## src/design/tcae_pkg.sv

```systemverilog
// ----------------------------------------------------------------------------
// tcae_pkg
// Shared types, constants and helpers for the text cell to ANSI encoder.
// ----------------------------------------------------------------------------
package tcae_pkg;

  localparam int unsigned QueueDepth = 4;

  localparam logic [7:0] ColumnsReset = 8'd80;
  localparam logic       NewlineReset = 1'b1;

  localparam logic [7:0] ByteEsc     = 8'h1b;
  localparam logic [7:0] ByteBracket = 8'h5b;
  localparam logic [7:0] ByteOne     = 8'h31;
  localparam logic [7:0] ByteSemi    = 8'h3b;
  localparam logic [7:0] ByteZero    = 8'h30;
  localparam logic [7:0] ByteM       = 8'h6d;
  localparam logic [7:0] ByteLf      = 8'h0a;
  localparam logic [7:0] ByteFgTens  = 8'h33;
  localparam logic [7:0] ByteBgTens  = 8'h34;

  localparam logic [0:0] RegColumns = 1'b0;
  localparam logic [0:0] RegNewline = 1'b1;

  typedef struct packed {
    logic [7:0] cell_char;
    logic [7:0] cell_attr;
    logic       screen_end;
  } cell_t;

  typedef struct packed {
    logic [7:0] out_byte;
    logic       last_of_run;
  } out_t;

  typedef struct packed {
    logic [7:0] ch;
    logic [3:0] fg;
    logic [3:0] bg;
    logic       color;
    logic       row_nl;
    logic       scr_end;
    logic       nl_en;
  } cmd_t;

  function automatic logic [7:0] ansi_digit(input logic [2:0] c);
    logic [7:0] d;
    case (c)
      3'd0: d = 8'h30;
      3'd1: d = 8'h34;
      3'd2: d = 8'h32;
      3'd3: d = 8'h36;
      3'd4: d = 8'h31;
      3'd5: d = 8'h35;
      3'd6: d = 8'h33;
      default: d = 8'h37;
    endcase
    return d;
  endfunction

endpackage

```

## src/design/tcae_front.sv

```systemverilog
// ----------------------------------------------------------------------------
// tcae_front
// Accepts cells, tracks attribute and column, and issues byte commands.
// ----------------------------------------------------------------------------
module tcae_front import tcae_pkg::*; (
  input  logic       clk_i,
  input  logic       rst_ni,
  input  logic [7:0] columns_i,
  input  logic       newline_i,
  input  logic       in_valid_i,
  output logic       in_ready_o,
  input  cell_t      in_word_i,
  output logic       push_o,
  output cmd_t       cmd_o,
  input  logic       full_i
);

  logic [7:0] attr_q, attr_d;
  logic [7:0] col_q, col_d;
  logic [7:0] col_next;
  logic       row_hit;
  logic       color;
  logic       row_nl;

  assign in_ready_o = !full_i;
  assign push_o     = in_valid_i && !full_i;

  always_comb begin
    color    = in_word_i.cell_attr != attr_q;
    col_next = col_q + 8'd1;
    row_hit  = col_next == columns_i;
    row_nl   = row_hit && newline_i;
    attr_d   = in_word_i.cell_attr;
    col_d    = row_hit ? 8'd0 : col_next;
    if (row_nl) begin
      attr_d = 8'd0;
    end
    if (in_word_i.screen_end) begin
      attr_d = 8'd0;
      col_d  = 8'd0;
    end
    cmd_o.ch      = in_word_i.cell_char;
    cmd_o.fg      = in_word_i.cell_attr[3:0];
    cmd_o.bg      = in_word_i.cell_attr[7:4];
    cmd_o.color   = color;
    cmd_o.row_nl  = row_nl;
    cmd_o.scr_end = in_word_i.screen_end;
    cmd_o.nl_en   = newline_i;
  end

  always_ff @(posedge clk_i or negedge rst_ni) begin
    if (!rst_ni) begin
      attr_q <= 8'd0;
      col_q  <= 8'd0;
    end else if (push_o) begin
      attr_q <= attr_d;
      col_q  <= col_d;
    end
  end

endmodule

```

## src/design/tcae_queue.sv

```systemverilog
// ----------------------------------------------------------------------------
// tcae_queue
// Short command queue between the front and back parts.
// ----------------------------------------------------------------------------
module tcae_queue import tcae_pkg::*; #(
  parameter int unsigned DEPTH = QueueDepth
) (
  input  logic clk_i,
  input  logic rst_ni,
  input  logic push_i,
  input  cmd_t push_cmd_i,
  output logic full_o,
  input  logic pop_i,
  output logic valid_o,
  output cmd_t head_o
);

  localparam int unsigned AW = (DEPTH > 1) ? $clog2(DEPTH) : 1;

  cmd_t          mem_q [DEPTH];
  logic [AW:0]   wptr_q, rptr_q;
  logic [AW:0]   count;

  assign count   = (wptr_q[AW] == rptr_q[AW]) ?
                   {1'b0, wptr_q[AW-1:0]} - {1'b0, rptr_q[AW-1:0]} :
                   {1'b0, wptr_q[AW-1:0]} + (AW+1)'(DEPTH) - {1'b0, rptr_q[AW-1:0]};
  assign full_o  = count == (AW+1)'(DEPTH);
  assign valid_o = count != '0;
  assign head_o  = mem_q[rptr_q[AW-1:0]];

  always_ff @(posedge clk_i) begin
    if (push_i) begin
      mem_q[wptr_q[AW-1:0]] <= push_cmd_i;
    end
  end

  always_ff @(posedge clk_i or negedge rst_ni) begin
    if (!rst_ni) begin
      wptr_q <= '0;
      rptr_q <= '0;
    end else begin
      if (push_i) begin
        wptr_q <= (wptr_q[AW-1:0] == AW'(DEPTH - 1)) ?
                  {~wptr_q[AW], {AW{1'b0}}} : wptr_q + 1'b1;
      end
      if (pop_i) begin
        rptr_q <= (rptr_q[AW-1:0] == AW'(DEPTH - 1)) ?
                  {~rptr_q[AW], {AW{1'b0}}} : rptr_q + 1'b1;
      end
    end
  end

endmodule

```

## src/design/tcae_back.sv

```systemverilog
// ----------------------------------------------------------------------------
// tcae_back
// Byte sequencer: expands each command into escapes, character and trailer.
// ----------------------------------------------------------------------------
module tcae_back import tcae_pkg::*; (
  input  logic clk_i,
  input  logic rst_ni,
  input  logic q_valid_i,
  input  cmd_t q_head_i,
  output logic q_pop_o,
  output logic out_valid_o,
  input  logic out_ready_i,
  output out_t out_word_o
);

  localparam logic [2:0] PH_FG   = 3'd0;
  localparam logic [2:0] PH_BG   = 3'd1;
  localparam logic [2:0] PH_CHAR = 3'd2;
  localparam logic [2:0] PH_ROW  = 3'd3;
  localparam logic [2:0] PH_END  = 3'd4;
  localparam logic [2:0] PH_DONE = 3'd5;

  logic       busy_q;
  logic [2:0] phase_q;
  logic [2:0] idx_q;
  cmd_t       cmd_q;
  logic       out_valid_q;
  out_t       out_q;

  cmd_t       cur;
  logic [2:0] cur_ph, cur_idx, seg_len, nxt_ph;
  logic       active, emit, seg_last, done;
  logic [7:0] byte_val;
  logic [3:0] nib;
  logic [7:0] tens;

  function automatic logic [7:0] color_byte(input logic [3:0] n, input logic [7:0] t,
                                             input logic [2:0] i);
    logic [7:0] b;
    logic [2:0] j;
    j = n[3] ? i : i + 3'd2;
    case (j)
      3'd0: b = ByteEsc;
      3'd1: b = ByteBracket;
      3'd2: b = n[3] ? ByteOne : ByteEsc;
      3'd3: b = n[3] ? ByteSemi : ByteBracket;
      3'd4: b = t;
      3'd5: b = ansi_digit(n[2:0]);
      default: b = ByteM;
    endcase
    return b;
  endfunction

  always_comb begin
    cur     = busy_q ? cmd_q : q_head_i;
    cur_ph  = busy_q ? phase_q : (q_head_i.color ? PH_FG : PH_CHAR);
    cur_idx = busy_q ? idx_q : 3'd0;
    active  = busy_q || q_valid_i;
    emit    = active && (!out_valid_q || out_ready_i);
    nib     = (cur_ph == PH_FG) ? cur.fg : cur.bg;
    tens    = (cur_ph == PH_FG) ? ByteFgTens : ByteBgTens;
    case (cur_ph)
      PH_FG, PH_BG: begin
        seg_len  = nib[3] ? 3'd7 : 3'd5;
        byte_val = color_byte(nib, tens, cur_idx);
      end
      PH_CHAR: begin
        seg_len  = 3'd1;
        byte_val = cur.ch;
      end
      PH_ROW, PH_END: begin
        seg_len = ((cur_ph == PH_ROW) || cur.nl_en) ? 3'd5 : 3'd4;
        case (cur_idx)
          3'd0: byte_val = ByteEsc;
          3'd1: byte_val = ByteBracket;
          3'd2: byte_val = ByteZero;
          3'd3: byte_val = ByteM;
          default: byte_val = ByteLf;
        endcase
      end
      default: begin
        seg_len  = 3'd1;
        byte_val = cur.ch;
      end
    endcase
    case (cur_ph)
      PH_FG:   nxt_ph = PH_BG;
      PH_BG:   nxt_ph = PH_CHAR;
      PH_CHAR: nxt_ph = cur.row_nl ? PH_ROW : (cur.scr_end ? PH_END : PH_DONE);
      PH_ROW:  nxt_ph = cur.scr_end ? PH_END : PH_DONE;
      default: nxt_ph = PH_DONE;
    endcase
    seg_last = cur_idx == seg_len - 3'd1;
    done     = seg_last && (nxt_ph == PH_DONE);
  end

  assign q_pop_o     = emit && !busy_q;
  assign out_valid_o = out_valid_q;
  assign out_word_o  = out_q;

  always_ff @(posedge clk_i) begin
    if (emit) begin
      out_q.out_byte    <= byte_val;
      out_q.last_of_run <= done;
    end
    if (q_pop_o) begin
      cmd_q <= q_head_i;
    end
  end

  always_ff @(posedge clk_i or negedge rst_ni) begin
    if (!rst_ni) begin
      busy_q      <= 1'b0;
      phase_q     <= PH_DONE;
      idx_q       <= 3'd0;
      out_valid_q <= 1'b0;
    end else begin
      if (emit) begin
        out_valid_q <= 1'b1;
        busy_q      <= !done;
        phase_q     <= seg_last ? nxt_ph : cur_ph;
        idx_q       <= seg_last ? 3'd0 : cur_idx + 3'd1;
      end else if (out_ready_i) begin
        out_valid_q <= 1'b0;
      end
    end
  end

endmodule

```

## src/design/text_cell_to_ansi_encoder.sv

```systemverilog
// ----------------------------------------------------------------------------
// text_cell_to_ansi_encoder
// Turns text-mode cells into a terminal byte stream with ANSI colour escapes.
//
//   channel  direction  handshake                    word
//   in       input      in_valid_i / in_ready_o      cell_t
//   out      output     out_valid_o / out_ready_i    out_t
//   config   input      psel/penable/pwrite, pready  32-bit registers
//
// Each cell yields 1 to 25 bytes at one byte a cycle, set by the back
// sequencer and its output register; the front takes a word every cycle
// while the command queue has room. Reset loads 80 columns and newlines on,
// with attribute and column at zero. Either side may stall on its own.
// ----------------------------------------------------------------------------
module text_cell_to_ansi_encoder import tcae_pkg::*; #(
  parameter int unsigned QUEUE_DEPTH = QueueDepth
) (
  input  logic        clk_i,
  input  logic        rst_ni,
  input  logic        in_valid_i,
  output logic        in_ready_o,
  input  cell_t       in_word_i,
  output logic        out_valid_o,
  input  logic        out_ready_i,
  output out_t        out_word_o,
  input  logic        psel,
  input  logic        penable,
  input  logic        pwrite,
  input  logic [2:0]  paddr,
  input  logic [31:0] pwdata,
  output logic [31:0] prdata,
  output logic        pready
);

  logic [7:0] columns_q;
  logic       newline_q;
  logic       wr_en;
  logic       push, full, pop, q_valid;
  cmd_t       push_cmd, head;

  assign pready = 1'b1;
  assign wr_en  = psel && penable && pwrite;

  always_ff @(posedge clk_i or negedge rst_ni) begin
    if (!rst_ni) begin
      columns_q <= ColumnsReset;
      newline_q <= NewlineReset;
    end else if (wr_en) begin
      case (paddr[2:2])
        RegColumns: columns_q <= pwdata[7:0];
        RegNewline: newline_q <= pwdata[0];
        default: ;
      endcase
    end
  end

  always_comb begin
    case (paddr[2:2])
      RegColumns: prdata = {24'd0, columns_q};
      RegNewline: prdata = {31'd0, newline_q};
      default:    prdata = 32'd0;
    endcase
  end

  tcae_front u_front (
    .clk_i      (clk_i),
    .rst_ni     (rst_ni),
    .columns_i  (columns_q),
    .newline_i  (newline_q),
    .in_valid_i (in_valid_i),
    .in_ready_o (in_ready_o),
    .in_word_i  (in_word_i),
    .push_o     (push),
    .cmd_o      (push_cmd),
    .full_i     (full)
  );

  tcae_queue #(
    .DEPTH (QUEUE_DEPTH)
  ) u_queue (
    .clk_i      (clk_i),
    .rst_ni     (rst_ni),
    .push_i     (push),
    .push_cmd_i (push_cmd),
    .full_o     (full),
    .pop_i      (pop),
    .valid_o    (q_valid),
    .head_o     (head)
  );

  tcae_back u_back (
    .clk_i       (clk_i),
    .rst_ni      (rst_ni),
    .q_valid_i   (q_valid),
    .q_head_i    (head),
    .q_pop_o     (pop),
    .out_valid_o (out_valid_o),
    .out_ready_i (out_ready_i),
    .out_word_o  (out_word_o)
  );

endmodule
```

## config.mk

```make
export PLATFORM = sky130hd
export DESIGN_NAME = text_cell_to_ansi_encoder
export DESIGN_NICKNAME = d
export VERILOG_FILES = /design/src/design/tcae_pkg.sv /design/src/design/tcae_front.sv /design/src/design/tcae_queue.sv /design/src/design/tcae_back.sv /design/src/design/text_cell_to_ansi_encoder.sv
export SDC_FILE = /design/constraint.sdc
export NUM_CORES = 1
export LEC_CHECK = 0
export BUFFER_PORTS_ARGS = -buffer_cell sky130_fd_sc_hd__buf_2
export CAP_MARGIN = 20
export CELL_PAD_IN_SITES_DETAIL_PLACEMENT = 1
export CELL_PAD_IN_SITES_GLOBAL_PLACEMENT = 1
export CORE_MARGIN = 4
export CORE_UTILIZATION = 40
export CTS_CLUSTER_DIAMETER = 50
export DETAILED_ROUTE_END_ITERATION = 8
export GPL_ROUTABILITY_DRIVEN = 0
export PLACE_DENSITY = 0.83
export SLEW_MARGIN = 20
export SYNTH_ARGS = -nofsm -noshare
export SYNTH_HDL_FRONTEND = slang
export SYNTH_HIERARCHICAL = 1
export SYNTH_SLANG_ARGS = --single-unit
```

## constraint.sdc

```tcl
create_clock -name clk_i -period 3.7 [get_ports clk_i]
set_input_delay 0.74 -clock clk_i [delete_from_list [all_inputs] [get_ports clk_i]]
set_output_delay 0.74 -clock clk_i [all_outputs]
set_load 0.01 [all_outputs]
```

# --- After elaboration in Yosys (flattened, before gate mapping) ---
# Memory sizes are Yosys's and may differ from the RTL's.
# Cells that the tools add are included.
# Widths: inputs -> output; s select.
totals:
  in_bits: 59
  mem_bits_rw: 80
  memories: 1
  register_bits: 68
mem_list:
  columns: ["name", "words", "width", "read_ports", "rd_clocked_by_memory_dff", "wr", "line_no", "text"]
  rows:
  - ["u_queue.mem_q", 4, 20, 1, 0, 1, "tcae_queue.sv:20", "cmd_t mem_q [DEPTH];"]
classes:
  n_mux: 33
  n_reduce_logical: 24
  bitwise_logic: 3
  n_addsub: 9
  eq_ne: 26
ops:
  columns: ["cell", "count"]
  rows:
  - ["$pmux 32 s2", 1]
  - ["$pmux 8 s6", 1]
  - ["$mux 8", 4]
  - ["$mux 3", 10]
  - ["$pmux 7 s4", 1]
  - ["$eq 3x2->1 const B", 8]
  - ["$eq 3x3->1 const B", 8]
  - ["$pmux 3 s7", 1]
  - ["$mux 20", 1]
  - ["$pmux 8 s2", 1]
  - ["$eq 3x1->1 const B", 4]
  - ["$logic_not 3->1", 4]
  - ["$pmux 3 s4", 1]
  - ["$add 3x1->3 const B", 3]
  - ["$add 8x1->8 const B", 1]
  - ["$eq 8x8->1", 1]
  - ["$ne 8x8->1", 1]
  - ["$logic_and 1x1->1", 7]
  - ["$mux 7", 1]
  - ["$mux 1", 6]
  - ["$mux 6", 1]
  - ["$pmux 3 s2", 1]
  - ["$eq 2x2->1 const B", 2]
  - ["$logic_not 1->1", 4]
  - ["15 further kinds", 22]

# --- Logic depth before layout (Yosys ltp) ---
# An unclocked memory read counts as a cell.
depth:
  word_depth: 11
  depth_mapped: 12
  mapped_depth_nobuf: 11

# --- Modules after synthesis ---
# The synthesis kept the hierarchy.
modules_own_cells:
  columns: ["module", "cells_per_inst", "area_each_um2", "n_inst"]
  rows:
  - ["tcae_queue", 137, 3275.6, 1]
  - ["tcae_back", 209, 2263.4, 1]
  - ["tcae_front", 147, 1290.0, 1]
  - ["text_cell_to_ansi_encoder", 56, 650.6, 1]

# --- Worst setup path after synthesis ---
# Ideal clock, no wire load.
synth_timing:
  path_kind: "register to register"
  from: "register u_queue.rptr_q[0]"
  to: "register u_back.phase_q[1]"
  t_arrival_ns: 3.366
  path_buffers: 1
  stages_incl_launch_ff: 13
  required_ns: 3.576
  slack_ns: 0.210
  path_cell_list: "dfrtp_1 buf_6 mux4_2 mux2_2 nor2_1 a21o_1 nand2b_1 ha_1 a21boi_0 a2bb2o_4 mux2_4 o311a_1 a211o_1"
synth_lines:
  columns: ["item", "line_no", "text"]
  rows:
  - ["start: declaration", "tcae_queue.sv:21", "logic [AW:0] wptr_q, rptr_q;"]
  - ["start signal: assignment", "tcae_queue.sv:47", "rptr_q <= (rptr_q[AW-1:0] == AW'(DEPTH - 1)) ?"]
  - ["end signal: assignment", "tcae_back.sv:121", "phase_q <= seg_last ? nxt_ph : cur_ph;"]
  - ["end: declaration", "tcae_back.sv:24", "logic [2:0] phase_q;"]

==> impl_metrics.ini <==
[clocking]
cts_root_buffer = clkbuf_16
cts_setup_buffers = 0
cts-htree-levels = 4
clockBufferDepth = 2
holdBufCountCts = 0
path_clk_slew_ns = 0.06
clock_latency_ns = 0.42
cts_resized = 0
cts_tree = yes
cts_made_buffers = 17
cts.sinks = 147

[power]
p_int_mw = 4.78
power.switching_mw = 2.56
cellLeakagePower_nw = 3.33
peakVddDrop_mv = 0.378
power_density_nw_per_um2 = 870
swShare_pct = 34.9
p_comb_share_pct = 38.2
clkPwrFrac_pct = 25.9
seq_power_share_pct = 35.9

[worst_setup_path]
critPathLaunchType = flip-flop
worst_ep_required_time_ns = 4.00
critPathArrivalTime_ns = 3.79
reg2regPathDepth = 12
r2r-start = u_queue/rptr_q[0]$_DFFE_PN0P_
worst-path-max-fanout = 10
r2r_end = u_back/phase_q[1]$_DFFE_PN0P_
endpoint_kind = flip-flop
criticalPathCategory = reg2reg
reg2reg_slack_ns = 0.21

[routing]
wl_met2_um = 8330
drtIter0Drc = 332
drt_pre_antenna_iters = 5
wirelength_met1_um = 7060
antenna_left = 0
wl_per_cell_um = 19.7
avgViaCountPerCell = 5.45
num_vias = 4554
maxUsedRoutingLayer = met4
drcViolationCount = 0
routed_wirelength_um = 16500
dr_wl_met3_um = 669

[timing]
finalCritPeriodShare_pct = 94.4
worstMarginPinSlew_ns = 1.07
setup_tns_ns = 0
hold_viol = 0
setup_ws_ns = 0.209
setup_viol = 0
fin_worst_skew_ns = 0.00722
min_period_ns = 3.49
maxSlewHeadroom_pct = 27.1
rsz0062_at_grt = false
drv_slew = 0
max_clock_freq_mhz = 286

[final_layout]
drive_gt1_share_pct = 28.2
diodes = 0
area_delta_synth_final_pct = 12.7
design_area_um2 = 8430
fin_cells = 835
nNetsFinal = 667

[worst_hold_path]
hold_path_class = in2async

[global_routing]
grt_usage_pct = 16.6
overflow = 0
antenna_found_initial = 0
grt_pass1_wl_um = 26500
grt_max_degree = 40
grt_pass1_vias = 4866

[yosys]
synth_cell_types = 86
syn_area_per_cell_um2 = 13.6
syn_area_um2 = 7480
synth_top_cells_by_area = edfxtp_1 43%, dfrtp_1 11%, mux4_2 5.4%, buf_4 4.5%, ha_1 2.3%
synthCells = 549
yosys_warnings = 6
synth_top_area_cell = edfxtp_1
synth_top_area_share_pct = 43.4
synth_edf_count = 108
ys_seq_area_share_pct = 56.5
synthArstFlopShare_pct = 26.5
yosys_register_bits = 147
ys.flop_type = edfxtp_1

[die]
die_y_um = 145
core_um2 = 18100
fp.dieW_um = 145
std_cell_rows = 49
ios = 103
fp.dieArea_um2 = 21000
start_util_pct = 41.2

[place]
post-place-ws_ns = 0.0941
place_area_um2 = 7770
dp.cells = 803
hpwl_um = 11700
portBuffers = 51

[run]
drv_cap = 0

[status]
status = completed
## power groups by stage
stage          Combinational, mW  Sequential, mW  Clock [mW]
6_report                    2.80            2.63        1.90
5_1_grt                     3.07            2.68        2.03
4_1_cts                     2.80            2.64        1.93
3_5_place_dp                2.77            2.66           0
3_3_place_gp                2.62            2.62           0
2_1_floorplan               2.09            2.55           0
## Yosys cell counts (9+ instances only)
cell type	number
edfxtp_1	108
buf_4	45
nand2_1	41
dfrtp_1	34
nor2_1	23
mux4_2	18
xor2_1	16
a21oi_1	14
ha_1	14
inv_1	14
mux2_2	11
o21ai_0	11
nand3b_1	10
o21ai_1	10
xnor2_1	9
## worst max-delay path, stage by stage, from the launching register on
cell and delay (ns):
dfrtp_1 0.38, buf_4 0.23, mux4_2 0.54, mux2_2 0.30, nor2_1 0.09, a21o_1 0.13, nand2b_1 0.13, ha_1 0.25
and3b_1 0.25, a2bb2o_4 0.22, mux2_4 0.31, o311a_1 0.33, a211o_1 0.22
## worst max-delay path by stage
| stage | start | cells after the start | slack, ns | to |
|---|---|---|---|---|
| after CTS | u_queue/rptr_q[0]$_DFFE_PN0P_ | 11 | 0.07 | u_back/cmd_q[14]$_DFFE_PP_ |
| after global routing | u_queue/rptr_q[0]$_DFFE_PN0P_ | 12 | 0.04 | u_back/phase_q[1]$_DFFE_PN0P_ |
| final | u_queue/rptr_q[0]$_DFFE_PN0P_ | 12 | 0.21 | u_back/phase_q[1]$_DFFE_PN0P_ |
| after global placement | u_queue/rptr_q[0]$_DFFE_PN0P_ | 12 | 0.27 | u_back/phase_q[1]$_DFFE_PN0P_ |
| after detailed placement | u_queue/rptr_q[0]$_DFFE_PN0P_ | 11 | 0.09 | u_back/cmd_q[17]$_DFFE_PP_ |
| after floorplan | u_queue/rptr_q[0]$_DFFE_PN0P_ | 12 | 0.21 | u_back/phase_q[1]$_DFFE_PN0P_ |
## state kept, by name, indices dropped and copies added (netlist names)
register / flops
u_front/col_q: 8
columns_q: 8
u_queue/rptr_q: 3
u_queue/mem_q: 80
u_back/phase_q: 3
u_back/busy_q: 1
newline_q: 1
u_back/cmd_q: 19
u_queue/wptr_q: 3
u_back/out_word_o: 9
u_back/out_valid_o: 1
u_front/attr_q: 8
u_back/idx_q: 3
## cell type report
| type | instances | area [µm²] |
|---|---|---|
| clock buffer | 19 | 453 |
| clock inverter | 13 | 204 |
| fill | 1886 | 9720 |
| inverter | 15 | 56.3 |
| multi-input combinational | 345 | 2830 |
| sequential | 147 | 4230 |
| tap | 229 | 287 |
| timing repair buffer | 67 | 375 |
## kinds of logic (layout without fill, tap and decap cells)
logic type,Yosys count,after routing,synth area share [%]
adder cells (fa/ha/maj),15,15,2.61
AO/OA/AOI/OAI,86,86,8.61
other,2,25,0.100
XOR/XNOR,27,27,3.55
flip-flops,147,147,56.5
buffers and inverters,80,114,6.91
AND/OR/NAND/NOR,149,149,12.1
multiplexers,43,43,9.65
## per-layer routing
layer	vias to the layer above	track usage, %
met3	39	4.04
met1	2303	20.9
met5	-	0
met4	0	6.73
met2	139	27.6
li1	2073	-
## cell usage in the layout (no fill, tap or decap), drive strengths merged, types with 11 or more instances in the layout
cell type	netlist	routed
o21ai	21	21
nor2	23	23
inv	14	16
xor2	16	16
nand3b	11	11
conb	2	25
clkbuf	7	19
buf	58	67
mux4	20	20
a21oi	14	14
dfrtp	34	34
nand2	41	41
mux2	15	15
ha	14	14
edfxtp	108	108
## per-stage QoR
step	power (mW)	util, %	hold WS (ns)
after CTS	7.37	46.4	0.491
after detailed placement	5.43	42.8	0.495
final	7.33	46.5	0.460
after global placement	5.23	42.8	0.457
after floorplan	4.64	-	0.443
after global routing	7.78	46.5	0.516
Power figures use the tool's default switching activity.
